===== src/design/tmx_pkg.sv =====
// shared types and constants for the tree token mutex node
`default_nettype none

package tmx_pkg;

    localparam int ID_W       = 8;
    localparam int OP_W       = 3;
    localparam int CFG_IDX_W  = 2;
    localparam int OBUF_DEPTH = 4;
    localparam int OBUF_AW    = 2;
    localparam int OBUF_LW    = 3;

    localparam logic [OP_W-1:0] OP_ENTER   = 3'd0;
    localparam logic [OP_W-1:0] OP_REQUEST = 3'd1;
    localparam logic [OP_W-1:0] OP_TOKEN   = 3'd2;
    localparam logic [OP_W-1:0] OP_LEAVE   = 3'd3;

    localparam logic KIND_PRIV = 1'b0;
    localparam logic KIND_REQ  = 1'b1;

    localparam logic [CFG_IDX_W-1:0] CFG_SELF   = 2'd0;
    localparam logic [CFG_IDX_W-1:0] CFG_PARENT = 2'd1;

    typedef struct packed {
        logic            kind;
        logic [ID_W-1:0] dest;
        logic            last;
    } t_msg;

endpackage

`default_nettype wire


===== src/design/tmx_ram.sv =====
// single-port-write, single-port-read synchronous memory for the requester queue
`default_nettype none

module tmx_ram #(
    parameter int DEPTH = 8,
    parameter int WIDTH = 8
) (
    input  wire logic                     i_clk,
    input  wire logic                     i_wr_en,
    input  wire logic [$clog2(DEPTH)-1:0] i_wr_addr,
    input  wire logic [WIDTH-1:0]         i_wr_data,
    input  wire logic                     i_rd_en,
    input  wire logic [$clog2(DEPTH)-1:0] i_rd_addr,
    output logic      [WIDTH-1:0]         o_rd_data
);

    logic [WIDTH-1:0] r_mem [DEPTH];

    always_ff @(posedge i_clk) begin
        if (i_wr_en) begin
            r_mem[i_wr_addr] <= i_wr_data;
        end
    end

    always_ff @(posedge i_clk) begin
        if (i_rd_en) begin
            o_rd_data <= r_mem[i_rd_addr];
        end
    end

endmodule

`default_nettype wire


===== src/design/tmx_obuf.sv =====
// small output queue that takes up to two messages per cycle
`default_nettype none

module tmx_obuf (
    input  wire logic                          i_clk,
    input  wire logic                          i_rst_n,
    input  wire logic                          i_wr0,
    input  wire tmx_pkg::t_msg                 i_msg0,
    input  wire logic                          i_wr1,
    input  wire tmx_pkg::t_msg                 i_msg1,
    output logic                               o_valid,
    output tmx_pkg::t_msg                      o_msg,
    input  wire logic                          i_ready,
    output logic [tmx_pkg::OBUF_LW-1:0]        o_level
);

    tmx_pkg::t_msg                r_buf [tmx_pkg::OBUF_DEPTH];
    logic [tmx_pkg::OBUF_AW-1:0]  r_rd;
    logic [tmx_pkg::OBUF_AW-1:0]  r_wr;
    logic [tmx_pkg::OBUF_LW-1:0]  r_level;
    logic [tmx_pkg::OBUF_AW-1:0]  n_rd;
    logic [tmx_pkg::OBUF_AW-1:0]  n_wr;
    logic [tmx_pkg::OBUF_LW-1:0]  n_level;
    logic                         pop;

    assign o_valid = (r_level != '0);
    assign o_msg   = r_buf[r_rd];
    assign o_level = r_level;
    assign pop     = o_valid && i_ready;

    always_comb begin
        n_rd    = pop ? r_rd + 1'b1 : r_rd;
        n_wr    = r_wr + tmx_pkg::OBUF_AW'(i_wr0) + tmx_pkg::OBUF_AW'(i_wr1);
        n_level = r_level + tmx_pkg::OBUF_LW'(i_wr0) + tmx_pkg::OBUF_LW'(i_wr1)
                  - tmx_pkg::OBUF_LW'(pop);
    end

    always_ff @(posedge i_clk) begin
        if (!i_rst_n) begin
            r_rd    <= '0;
            r_wr    <= '0;
            r_level <= '0;
        end else begin
            r_rd    <= n_rd;
            r_wr    <= n_wr;
            r_level <= n_level;
        end
    end

    always_ff @(posedge i_clk) begin
        if (i_wr0) begin
            r_buf[r_wr] <= i_msg0;
        end
        if (i_wr1) begin
            r_buf[r_wr + 1'b1] <= i_msg1;
        end
    end

endmodule

`default_nettype wire


===== src/design/tree_token_mutex_node_core.sv =====
// top level of one node of the tree-based token mutual exclusion scheme
`default_nettype none

// Each received message is handled in an apply step and a decision step: in the first the
// message is applied to the node state, a requester is written into the queue memory and the
// queue head is read; in the second the node decides whether to pass the token or grant its
// client and whether to ask its holder for the token. The queue memory has a registered read
// port, so a new message is not taken while a decision step is pending. Up to two outgoing
// messages per input go into a four-entry output queue, and the input stalls while fewer than
// two entries are free. The queue memory holds no reset value and needs no clearing after
// reset. Configuration writes are accepted in every cycle; writing parent_id loads the holder.
module tree_token_mutex_node_core #(
    parameter int QUEUE_DEPTH = 8,
    parameter int ID_BITS     = 8
) (
    input  wire logic                            i_clk,
    input  wire logic                            i_rst_n,
    input  wire logic                            i_cfg_valid,
    output logic                                 o_cfg_ready,
    input  wire logic [tmx_pkg::CFG_IDX_W-1:0]   i_cfg_index,
    input  wire logic [tmx_pkg::ID_W-1:0]        i_cfg_data,
    input  wire logic                            i_in_valid,
    output logic                                 o_in_ready,
    input  wire logic [tmx_pkg::OP_W-1:0]        i_op,
    input  wire logic [tmx_pkg::ID_W-1:0]        i_sender_id,
    output logic                                 o_out_valid,
    input  wire logic                            i_out_ready,
    output logic                                 o_msg_kind,
    output logic [tmx_pkg::ID_W-1:0]             o_dest_id,
    output logic                                 o_last
);

    localparam int IW = (ID_BITS < tmx_pkg::ID_W) ? ID_BITS : tmx_pkg::ID_W;
    localparam int HW = $clog2(QUEUE_DEPTH);
    localparam int CW = $clog2(QUEUE_DEPTH + 1);

    logic [IW-1:0] r_self;
    logic [IW-1:0] r_holder;
    logic          r_in_use;
    logic          r_asked;
    logic [IW-1:0] r_client;
    logic [HW-1:0] r_head;
    logic [CW-1:0] r_count;
    logic          r_s2_valid;
    logic          r_fwd;
    logic [IW-1:0] r_fwd_data;

    logic [IW-1:0] n_self;
    logic [IW-1:0] n_holder;
    logic          n_in_use;
    logic          n_asked;
    logic [IW-1:0] n_client;
    logic [HW-1:0] n_head;
    logic [CW-1:0] n_count;

    logic          in_acc;
    logic          cfg_acc;
    logic [IW-1:0] sender;
    logic          push_en;
    logic [IW-1:0] push_id;
    logic          push_ok;
    logic [HW:0]   slot_sum;
    logic [HW-1:0] slot;
    logic [HW-1:0] head_inc;
    logic [IW-1:0] rd_data;
    logic [IW-1:0] head_id;
    logic          pop;
    logic          grant_self;
    logic [IW-1:0] holder_s2;
    logic          asked_s2;
    logic [CW-1:0] count_s2;
    logic          req;
    logic          wr0;
    logic          wr1;
    tmx_pkg::t_msg msg_priv;
    tmx_pkg::t_msg msg_req;
    tmx_pkg::t_msg msg0;
    tmx_pkg::t_msg out_msg;
    logic [tmx_pkg::OBUF_LW-1:0] obuf_level;

    assign o_cfg_ready = 1'b1;
    assign cfg_acc     = i_cfg_valid && o_cfg_ready;
    assign o_in_ready  = !r_s2_valid
                         && (obuf_level <= tmx_pkg::OBUF_LW'(tmx_pkg::OBUF_DEPTH - 2));
    assign in_acc      = i_in_valid && o_in_ready;
    assign sender      = i_sender_id[IW-1:0];

    // first cycle: apply the message, write the queue tail
    always_comb begin
        push_en = 1'b0;
        push_id = sender;
        unique case (i_op)
            tmx_pkg::OP_ENTER: begin
                push_en = 1'b1;
                push_id = r_self;
            end
            tmx_pkg::OP_REQUEST: begin
                push_en = 1'b1;
            end
            default: begin
                push_en = 1'b0;
            end
        endcase
        push_ok  = in_acc && push_en && (r_count < CW'(QUEUE_DEPTH));
        slot_sum = {1'b0, r_head} + {1'b0, r_count[HW-1:0]};
        if (slot_sum >= (HW+1)'(QUEUE_DEPTH)) begin
            slot_sum = slot_sum - (HW+1)'(QUEUE_DEPTH);
        end
        slot     = slot_sum[HW-1:0];
        head_inc = (r_head == HW'(QUEUE_DEPTH - 1)) ? '0 : r_head + 1'b1;
    end

    tmx_ram #(
        .DEPTH (QUEUE_DEPTH),
        .WIDTH (IW)
    ) u_queue (
        .i_clk     (i_clk),
        .i_wr_en   (push_ok),
        .i_wr_addr (slot),
        .i_wr_data (push_id),
        .i_rd_en   (in_acc),
        .i_rd_addr (r_head),
        .o_rd_data (rd_data)
    );

    // second cycle: pass or grant, then ask the holder
    always_comb begin
        head_id    = r_fwd ? r_fwd_data : rd_data;
        pop        = r_s2_valid && (r_holder == r_self) && !r_in_use && (r_count != '0);
        grant_self = pop && (head_id == r_self);
        holder_s2  = pop ? head_id : r_holder;
        asked_s2   = pop ? 1'b0 : r_asked;
        count_s2   = r_count - CW'(pop);
        req        = r_s2_valid && (holder_s2 != r_self) && (count_s2 != '0) && !asked_s2;

        msg_priv.kind = tmx_pkg::KIND_PRIV;
        msg_priv.dest = grant_self ? tmx_pkg::ID_W'(r_client) : tmx_pkg::ID_W'(head_id);
        msg_priv.last = !req;
        msg_req.kind  = tmx_pkg::KIND_REQ;
        msg_req.dest  = tmx_pkg::ID_W'(holder_s2);
        msg_req.last  = 1'b1;

        msg0 = pop ? msg_priv : msg_req;
        wr0  = pop || req;
        wr1  = pop && req;
    end

    always_comb begin
        n_self   = r_self;
        n_holder = r_holder;
        n_in_use = r_in_use;
        n_asked  = r_asked;
        n_client = r_client;
        n_head   = r_head;
        n_count  = r_count;
        if (in_acc) begin
            unique case (i_op)
                tmx_pkg::OP_ENTER: begin
                    n_client = sender;
                end
                tmx_pkg::OP_TOKEN: begin
                    n_holder = r_self;
                end
                tmx_pkg::OP_LEAVE: begin
                    n_in_use = 1'b0;
                    n_client = '0;
                end
                default: begin
                    n_client = r_client;
                end
            endcase
            if (push_ok) begin
                n_count = r_count + 1'b1;
            end
        end
        if (r_s2_valid) begin
            n_holder = holder_s2;
            n_in_use = r_in_use || grant_self;
            n_asked  = asked_s2 || req;
            n_count  = count_s2;
            if (pop) begin
                n_head = head_inc;
            end
        end
        if (cfg_acc) begin
            if (i_cfg_index == tmx_pkg::CFG_SELF) begin
                n_self = i_cfg_data[IW-1:0];
            end else if (i_cfg_index == tmx_pkg::CFG_PARENT) begin
                n_holder = i_cfg_data[IW-1:0];
            end
        end
    end

    always_ff @(posedge i_clk) begin
        if (!i_rst_n) begin
            r_self     <= '0;
            r_holder   <= '0;
            r_in_use   <= 1'b0;
            r_asked    <= 1'b0;
            r_client   <= '0;
            r_head     <= '0;
            r_count    <= '0;
            r_s2_valid <= 1'b0;
            r_fwd      <= 1'b0;
        end else begin
            r_self     <= n_self;
            r_holder   <= n_holder;
            r_in_use   <= n_in_use;
            r_asked    <= n_asked;
            r_client   <= n_client;
            r_head     <= n_head;
            r_count    <= n_count;
            r_s2_valid <= in_acc;
            r_fwd      <= push_ok && (r_count == '0);
        end
    end

    // bypass for a push into an empty queue
    always_ff @(posedge i_clk) begin
        if (in_acc) begin
            r_fwd_data <= push_id;
        end
    end

    tmx_obuf u_obuf (
        .i_clk   (i_clk),
        .i_rst_n (i_rst_n),
        .i_wr0   (wr0),
        .i_msg0  (msg0),
        .i_wr1   (wr1),
        .i_msg1  (msg_req),
        .o_valid (o_out_valid),
        .o_msg   (out_msg),
        .i_ready (i_out_ready),
        .o_level (obuf_level)
    );

    assign o_msg_kind = out_msg.kind;
    assign o_dest_id  = out_msg.dest;
    assign o_last     = out_msg.last;

    a_s2_follows: assert property (@(posedge i_clk) disable iff (!i_rst_n)
        in_acc |=> r_s2_valid)
        else $error("decision cycle missing after accepted transaction");

    a_s2_single: assert property (@(posedge i_clk) disable iff (!i_rst_n)
        r_s2_valid |=> !r_s2_valid)
        else $error("decision cycles overlap");

    a_count_bound: assert property (@(posedge i_clk) disable iff (!i_rst_n)
        r_count <= CW'(QUEUE_DEPTH))
        else $error("request queue count exceeds depth");

    a_obuf_bound: assert property (@(posedge i_clk) disable iff (!i_rst_n)
        obuf_level <= tmx_pkg::OBUF_LW'(tmx_pkg::OBUF_DEPTH))
        else $error("output queue overflow");

endmodule

`default_nettype wire

===== config.mk =====
export PLATFORM = sky130hd
export DESIGN_NAME = tree_token_mutex_node_core
export DESIGN_NICKNAME = d
export VERILOG_FILES = /design/src/design/tmx_pkg.sv /design/src/design/tmx_ram.sv /design/src/design/tmx_obuf.sv /design/src/design/tree_token_mutex_node_core.sv
export SDC_FILE = /design/constraint.sdc
export NUM_CORES = 1
export LEC_CHECK = 0
export BUFFER_PORTS_ARGS = -buffer_cell sky130_fd_sc_hd__clkbuf_2
export CAP_MARGIN = 20
export CORE_UTILIZATION = 55
export CTS_CLUSTER_DIAMETER = 200
export DETAILED_ROUTE_END_ITERATION = 10
export GPL_TIMING_DRIVEN = 0
export PLACE_DENSITY = 0.8
export SYNTH_ARGS = -nofsm -noshare
export SYNTH_HDL_FRONTEND = slang
export SYNTH_SLANG_ARGS = --single-unit

===== constraint.sdc =====
create_clock -name i_clk -period 4.1 [get_ports i_clk]
set_input_delay 0 -clock i_clk [delete_from_list [all_inputs] [get_ports i_clk]]
set_output_delay 0 -clock i_clk [all_outputs]
set_load 0.1 [all_outputs]

* Yosys cells after proc, flatten, opt, wreduce, memory -nomap -nowiden *
Memory sizes are Yosys's and may differ from the RTL's. A register that Yosys moved wholly into a read port is not among the register bits.
Index checks and enable logic that the tools add are counted.

operators by class
  eq/ne operators = 8
  order comparisons = 3
  multiplexer cells = 30
  reduce and logical (&&, ||, !) cells = 37
  $add $sub $neg = 12

operators with widths
  operator               number
  $mux W8                10
  $eq A8 B8 Y1           2
  $pmux W8 S2            1
  $logic_and A1 B1 Y1    14
  $mux W4                3
  $mux W1                11
  $mux W10               1
  $reduce_and A2 Y1      5
  $ne A8 B8 Y1           1
  $reduce_bool A2 Y1     4
  $reduce_bool A4 Y1     2
  $add A3 B1 Y3          2
  $eq A3 B2 Y1 const B   2
  $mux W3                2
  $add A2 B1 Y2          2
  $add A2 B1 Y2 const B  2
  $add A3 B3 Y4          1
  $add A4 B1 Y4 const B  1
  $ge A4 B4 Y1 const B   1
  $logic_not A1 Y1       4
  $logic_not A4 Y1       1
  $lt A4 B4 Y1 const B   1
  $mux W2                2
  $sub A4 B1 Y4          1
  12 further kinds       14

storage, ports and cells
  output and inout bits = 13
  memories = 2
  memory bits (writable) = 104
  logic and storage cells = 105
  flip-flop bits (word level) = 50

memory list
  name           words  width  read ports  clocked after Yosys merged registers in  wr ports  RTL line        source
  u_queue.r_mem  8      8      1           1                                        1         tmx_ram.sv:17   logic [WIDTH-1:0] r_mem [DEPTH];
  u_obuf.r_buf   4      10     1           1                                        2         tmx_obuf.sv:17  tmx_pkg::t_msg r_buf [tmx_pkg::OBUF_DEPTH];

* Longest topological paths before layout *
  depth after elaboration = 13
  mapped depth = 22

* Hierarchy *
A second synthesis with hierarchy kept.

second synthesis, totals
  cells, all modules = 529
  area, all modules = 7,853.8 um2

modules (own cells, without submodules)
  module                      sequential area each (um2)  instances  cells an instance  area an instance (um2)
  tmx_ram                     2,162.1                     1          114                2,771.4
  tree_token_mutex_node_core  940.9                       1          273                2,648.8
  tmx_obuf                    1,381.3                     1          142                2,433.6

* Least setup slack after synthesis *
OpenSTA, ideal clock, no wires.

  path type = register to register
  start point = register u_obuf.r_level (netlist bit u_obuf.o_level[0])
  end point = memory u_queue.r_mem[1][0], enable pin
  stages on the path, launching flop included = 8
  setup slack = -0.480 ns
  data arrival time = 4.195 ns
  setup time = 0.385 ns
  path buffers = 0
  path through = dfxtp_1 or3b_2 a21oi_1 nand2_1 or3_1 nor2_1 nand2_1 nor3b_1

between the ends
  longest elaborated chain between the ends = 7

ends and longest elaborated chain
  element                            RTL line                           source
  start, declared                    tmx_obuf.sv:20                     logic [tmx_pkg::OBUF_LW-1:0] r_level;
  start signal, assigned             tmx_obuf.sv:46                     r_level <= n_level;
  $le A3 B2 Y1                       tree_token_mutex_node_core.sv:84   && (obuf_level <= tmx_pkg::OBUF_LW'(tmx_pkg::OBUF_DEPTH - 2));
  $logic_and A1 B1 Y1                tree_token_mutex_node_core.sv:84
  via o_in_ready                     tree_token_mutex_node_core.sv:23   output logic o_in_ready,
  $logic_and A1 B1 Y1                tree_token_mutex_node_core.sv:85   assign in_acc = i_in_valid && o_in_ready;
  $logic_and A1 B1 Y1 (2 in series)  tree_token_mutex_node_core.sv:104  push_ok = in_acc && push_en && (r_count < CW'(QUEUE_DEPTH));
  $mux W1                            tmx_ram.sv:20                      if (i_wr_en) begin
  $mux W1 (not written as such)      tmx_ram.sv:21                      r_mem[i_wr_addr] <= i_wr_data;
  end, declared                      tmx_ram.sv:17

The timed path passes the listed nets, and every way through them passes these cells.

* Worst setup path after layout *
  start point = register r_self[4]
  end point = register u_obuf.r_level (netlist bit u_obuf.o_level[1])

between the ends
  longest elaborated chain between the ends = 13
  elaborated cells on any way between the ends = 18
  classes of those cells = add/sub (4); eq/ne (2); mux (2); reduce/logical (10)

ends and longest elaborated chain
  element                                                                 RTL line                           source
  start, declared                                                         tree_token_mutex_node_core.sv:37   logic [IW-1:0] r_self;
  start signal, assigned                                                  tree_token_mutex_node_core.sv:206  r_self <= n_self;
  parallel branches: the longest is 11 deep, another holds $sub A4 B1 Y4  -
  $add A3 B1 Y3 *                                                         tmx_obuf.sv:34                     n_level = r_level + tmx_pkg::OBUF_LW'(i_wr0) + tmx_pkg::OBUF_LW'(i_wr1)
  $sub A3 B1 Y3 *                                                         tmx_obuf.sv:35                     - tmx_pkg::OBUF_LW'(pop);
  via u_obuf.n_level (one bit)                                            tmx_obuf.sv:23                     logic [tmx_pkg::OBUF_LW-1:0] n_level;

Mark *: on every way through the listed nets, which the timed path passes.
A chain may end at the register's enable or synchronous reset.

==> flow_summary.rst <==
.. list-table::
   :header-rows: 1

   * - Metric
     - Value
   * - Pwr/cell area
     - around 550 nW/um2
   * - Wire length after detailed routing
     - about 17000 um
   * - Cell area after placement
     - 8045 um2
   * - Fraction of registers with async set or reset after synthesis
     - 0
   * - Number of enable flip-flop cells after synthesis
     - approximately 110
   * - First-iteration detailed-routing DRC count
     - 476
   * - Crit path buf inv count
     - 5
   * - Core area
     - about 13000 um2
   * - Post-detailed-route wirelength per cell
     - between 20 and 25 um
   * - Die width
     - between 100 and 150 um
   * - Total iterations of the first detailed-routing run
     - 5
   * - Dominant delay contributor by cell family on the critical path
     - adder cells
   * - Die height
     - about 120 um
   * - Dominant synthesized flop cell
     - edfxtp_1
   * - Endpoint type of the worst setup path
     - register
   * - Number of diodes
     - 0
   * - Via count
     - 5309
   * - Via count of the first global-routing pass
     - approximately 5300
   * - Final HPWL DP
     - ~12000 um
   * - Leakage power of the design
     - about 3.2 nW
   * - Hold/Removal Path Class
     - in -> reg
   * - Input/output buffers
     - 37
   * - Highest-count cells in the layout ignoring fill and taps
     - edfxtp_1 (112), nand2_1 (51), dfxtp_1 (50), nor2_1 (41), clkbuf_2 (37)
   * - Area of all placed cells without fillers
     - between 9000 and 10000 um2
   * - Share of the clock period used by the worst path
     - 0.9534
   * - Count of final hold-check violations
     - 0
   * - Final max-slew violation count
     - 0
   * - Portion of the post-synthesis area used by sequential elements
     - 0.5804
   * - Number of levels the H-tree was split into
     - 4
   * - Setup TNS after final layout
     - 0 ns
   * - Post-layout instance count excluding filler cells
     - ~870
   * - Largest net degree at the start of global routing
     - 18
   * - Sequential share of power
     - 0.402
   * - Minimum clock period after layout
     - 3.909 ns
   * - Maximum frequency from static timing analysis
     - 255.8 MHz
   * - Peak supply drop
     - between 0.3 and 0.4 mV
   * - Effective utilization at floorplan
     - 0.5685
   * - Top-Level Pins
     - 39
   * - Number of max-capacitance violations reported
     - 0
   * - Crit path arrival time
     - roughly 4.2 ns
   * - Net Count, Synth
     - 623
   * - Clock network power share
     - 0.317
   * - Cell count after placement
     - around 800
   * - Max_slew headroom
     - 0.2339
   * - Number of synthesis warnings
     - 0
   * - Maximum fanout along the worst path
     - 12
   * - DRC
     - 0
   * - Register bit count reported by yosys
     - around 160
   * - Global-route wire length before repair
     - roughly 27000 um
   * - Critical path class
     - reg -> reg
   * - Post-Syn Instances
     - slightly below 600
   * - Clock sink total
     - about 160
   * - Number of endpoints failing setup at the final stage
     - 0
   * - Delay contributed by the slowest stage of the critical path
     - roughly 0.42 ns
   * - Most common cell after layout, fill and taps aside
     - edfxtp_1
   * - Clock tree from TritonCTS
     - built
   * - Ratio of cells with drive above 1 in the final layout
     - 0.2638
   * - Critical path data required time
     - 4.43 ns
   * - GRT Total Usage
     - 0.2543
   * - Average vias per placed instance
     - slightly above 6
   * - Net switching share of the total power
     - 0.3543
   * - Antenna violations before repair
     - 0
   * - Number of library cell types mapped by synthesis
     - 62
   * - Clock transition at the registers of the reported paths
     - 0.07 ns
   * - Number of filler instances in the final layout
     - 943
   * - Routed Antenna Nets
     - 0
   * - Net Switching
     - 1.762 mW
   * - Number of clock buffers inserted by TritonCTS
     - 17
   * - Result of the run
     - finished, final reports clean
   * - Final #Nets
     - approximately 720
   * - RSZ-0062 raised after global routing
     - true
   * - Routability-driven placement congestion ratio
     - approximately 0.90
   * - Cell internal pwr
     - approximately 3.2 mW
   * - Cells traversed along the worst timing path
     - buf_4 -> xor2_1 -> nor4_2 -> nand3_2 -> inv_4 -> buf_4 -> mux2_2 -> o221a_4 -> a211oi_2 -> inv_1 -> ha_4 -> fa_2 -> inv_1 -> fa_1 -> and2_1
   * - Worst clock skew
     - between 0.009 and 0.01 ns
   * - Clock buffer depth
     - 2
   * - Total die area
     - 14270 um2
   * - Average size of a mapped cell
     - between 10 and 15 um2
   * - Clock network latency to the later pin of the worst-skew pair
     - between 0.4 and 0.5 ns
   * - Slew at the pin closest to its max-slew limit
     - 1.146 ns
   * - Layout Area Growth over Synthesis
     - 18.90%
   * - CP startpoint kind
     - register
   * - Root Buffer
     - clkbuf_16
   * - Cell row count
     - between 40 and 50
   * - Combinational share of power
     - 0.281
   * - Remaining global-route overflow
     - 0
   * - Critical Path Slowest Stage Cell
     - nor4_2
   * - Post-Syn Area
     - 7589 um2
-- cells in the mapped netlist, types with 4 or more instances --
master | instances | share of area
edfxtp_1 | 112 | 0.44
o22ai_1 | 33 | 0.027
mux4_2 | 26 | 0.077
nor4_1 | 4 | 0.0033
clkbuf_1 | 16 | 0.0079
fa_1 | 4 | 0.011
dfxtp_1 | 52 | 0.14
a221oi_1 | 4 | 0.0046
o221ai_1 | 8 | 0.0092
ha_1 | 9 | 0.015
a211oi_1 | 6 | 0.0059
mux2_2 | 23 | 0.034
nor2b_1 | 4 | 0.0033
nand4_1 | 4 | 0.0033
buf_2 | 5 | 0.0033
mux2i_1 | 14 | 0.018
buf_1 | 5 | 0.0025
and2_1 | 6 | 0.0049
nor3b_1 | 8 | 0.0079
nor3_1 | 6 | 0.0040
xnor2_1 | 12 | 0.014
nand2_1 | 51 | 0.025
o21ai_0 | 12 | 0.0079
inv_1 | 22 | 0.011
nor2_1 | 42 | 0.021
a21oi_1 | 19 | 0.013
xor2_1 | 12 | 0.014
o211ai_1 | 9 | 0.0089
a22oi_1 | 11 | 0.011
-- power groups by stage --
| stage | clock (mW) | sequential, mW | combinational, mW |
|---|---|---|---|
| 2_1_floorplan | 0 | 2.01 | 1.08 |
| 3_3_place_gp | 0 | 2.02 | 1.27 |
| 3_5_place_dp | 0 | 2.03 | 1.31 |
| 4_1_cts | 1.59 | 2.00 | 1.35 |
| 5_1_grt | 1.66 | 2.02 | 1.49 |
| 6_report | 1.58 | 2.00 | 1.40 |
-- worst reg2reg max path: cells and delay by family, from the launching register on --
family | cells | cell delay, ns
xor gates and xnor gates | 1 | 0.17
DFF | 1 | 0.30
AOI/OAI and AO/OA | 2 | 0.58
and+or+nand+nor | 3 | 0.76
muxes | 1 | 0.42
adders and majority gates | 3 | 0.96
buffers and inverters | 5 | 0.62
-- registers in the layout, indices dropped and copies added, names as in the netlist, 4 cells and up, named ones only --
signal / flops
u_queue.r_mem: 64
u_obuf.r_buf: 40
r_holder: 8
u_queue.o_rd_data: 8
r_count: 4
r_self: 8
r_fwd_data: 8
r_client: 8
-- worst paths after layout --
kind,from,cells past startpoint,to,slack (ns)
setup / recovery,r_self[4],15,u_obuf.o_level[1],0.19
hold / removal,i_cfg_index[1],4,r_self[3],0.04
setup reg to reg,r_self[4],15,u_obuf.o_level[1],0.19
hold reg to reg,r_in_use,2,r_in_use,0.49
-- metal layers --
layer,share of wire,wire length (um),global-route usage,vias up
li1,-,-,-,2428
met1,0.39,6779,0.2889,2645
met2,0.54,9293,0.4556,197
met3,0.044,767,0.04789,39
met4,0.028,488,0.1266,0
met5,0,0,0,-
-- through the flow --
step           setup slack, ns  hold slack (ns)  total power, mW    util
2_1_floorplan          0.01703           0.1217            3.089       -
3_3_place_gp           -0.8330           0.2489            3.291  0.6001
3_5_place_dp           -0.7465           0.2513            3.346  0.6027
4_1_cts               0.002627          0.01553            4.941  0.6654
5_1_grt               -0.02335          0.07381            5.164  0.6759
6_report                0.1912          0.03750            4.973  0.6759
-- kinds of logic (layout without fill, tap and decap cells) --
group | after synthesis | in the layout | synth area share
DFF | 164 | 164 | 0.5804
other | 1 | 1 | 0.0004942
AOI/OAI and AO/OA | 119 | 119 | 0.1110
xor gates and xnor gates | 24 | 24 | 0.02770
adders and majority gates | 13 | 13 | 0.02539
muxes | 63 | 63 | 0.1298
and+or+nand+nor | 147 | 147 | 0.09629
buffers and inverters | 53 | 159 | 0.02902
-- what timing repair did --
item | 4_1_cts | 5_1_grt
pin swaps | 2 | 5
cloned | 0 | 0
endpoints found under the hold margin | 29 | 0
setup buffers | 4 | 7
setup endpoints to repair | 73 | 32
resized for setup | 13 | 16
hold buffers | 18 | 0
-- area by class of cell --
class | count | area [um2] | share of cell area
flip-flops and latches | 164 | 4409 | 0.4887
multi-input cells | 367 | 3064 | 0.3396
repair buffers | 75 | 495.5 | 0.05492
clock buffers | 18 | 429.2 | 0.04757
well taps | 176 | 220.2 | 0.02441
clock inverters | 14 | 166.4 | 0.01844
plain buffers | 28 | 142.6 | 0.01581
inverters | 24 | 95.09 | 0.01054
No activity file was read; power rests on OpenSTA's default activity.
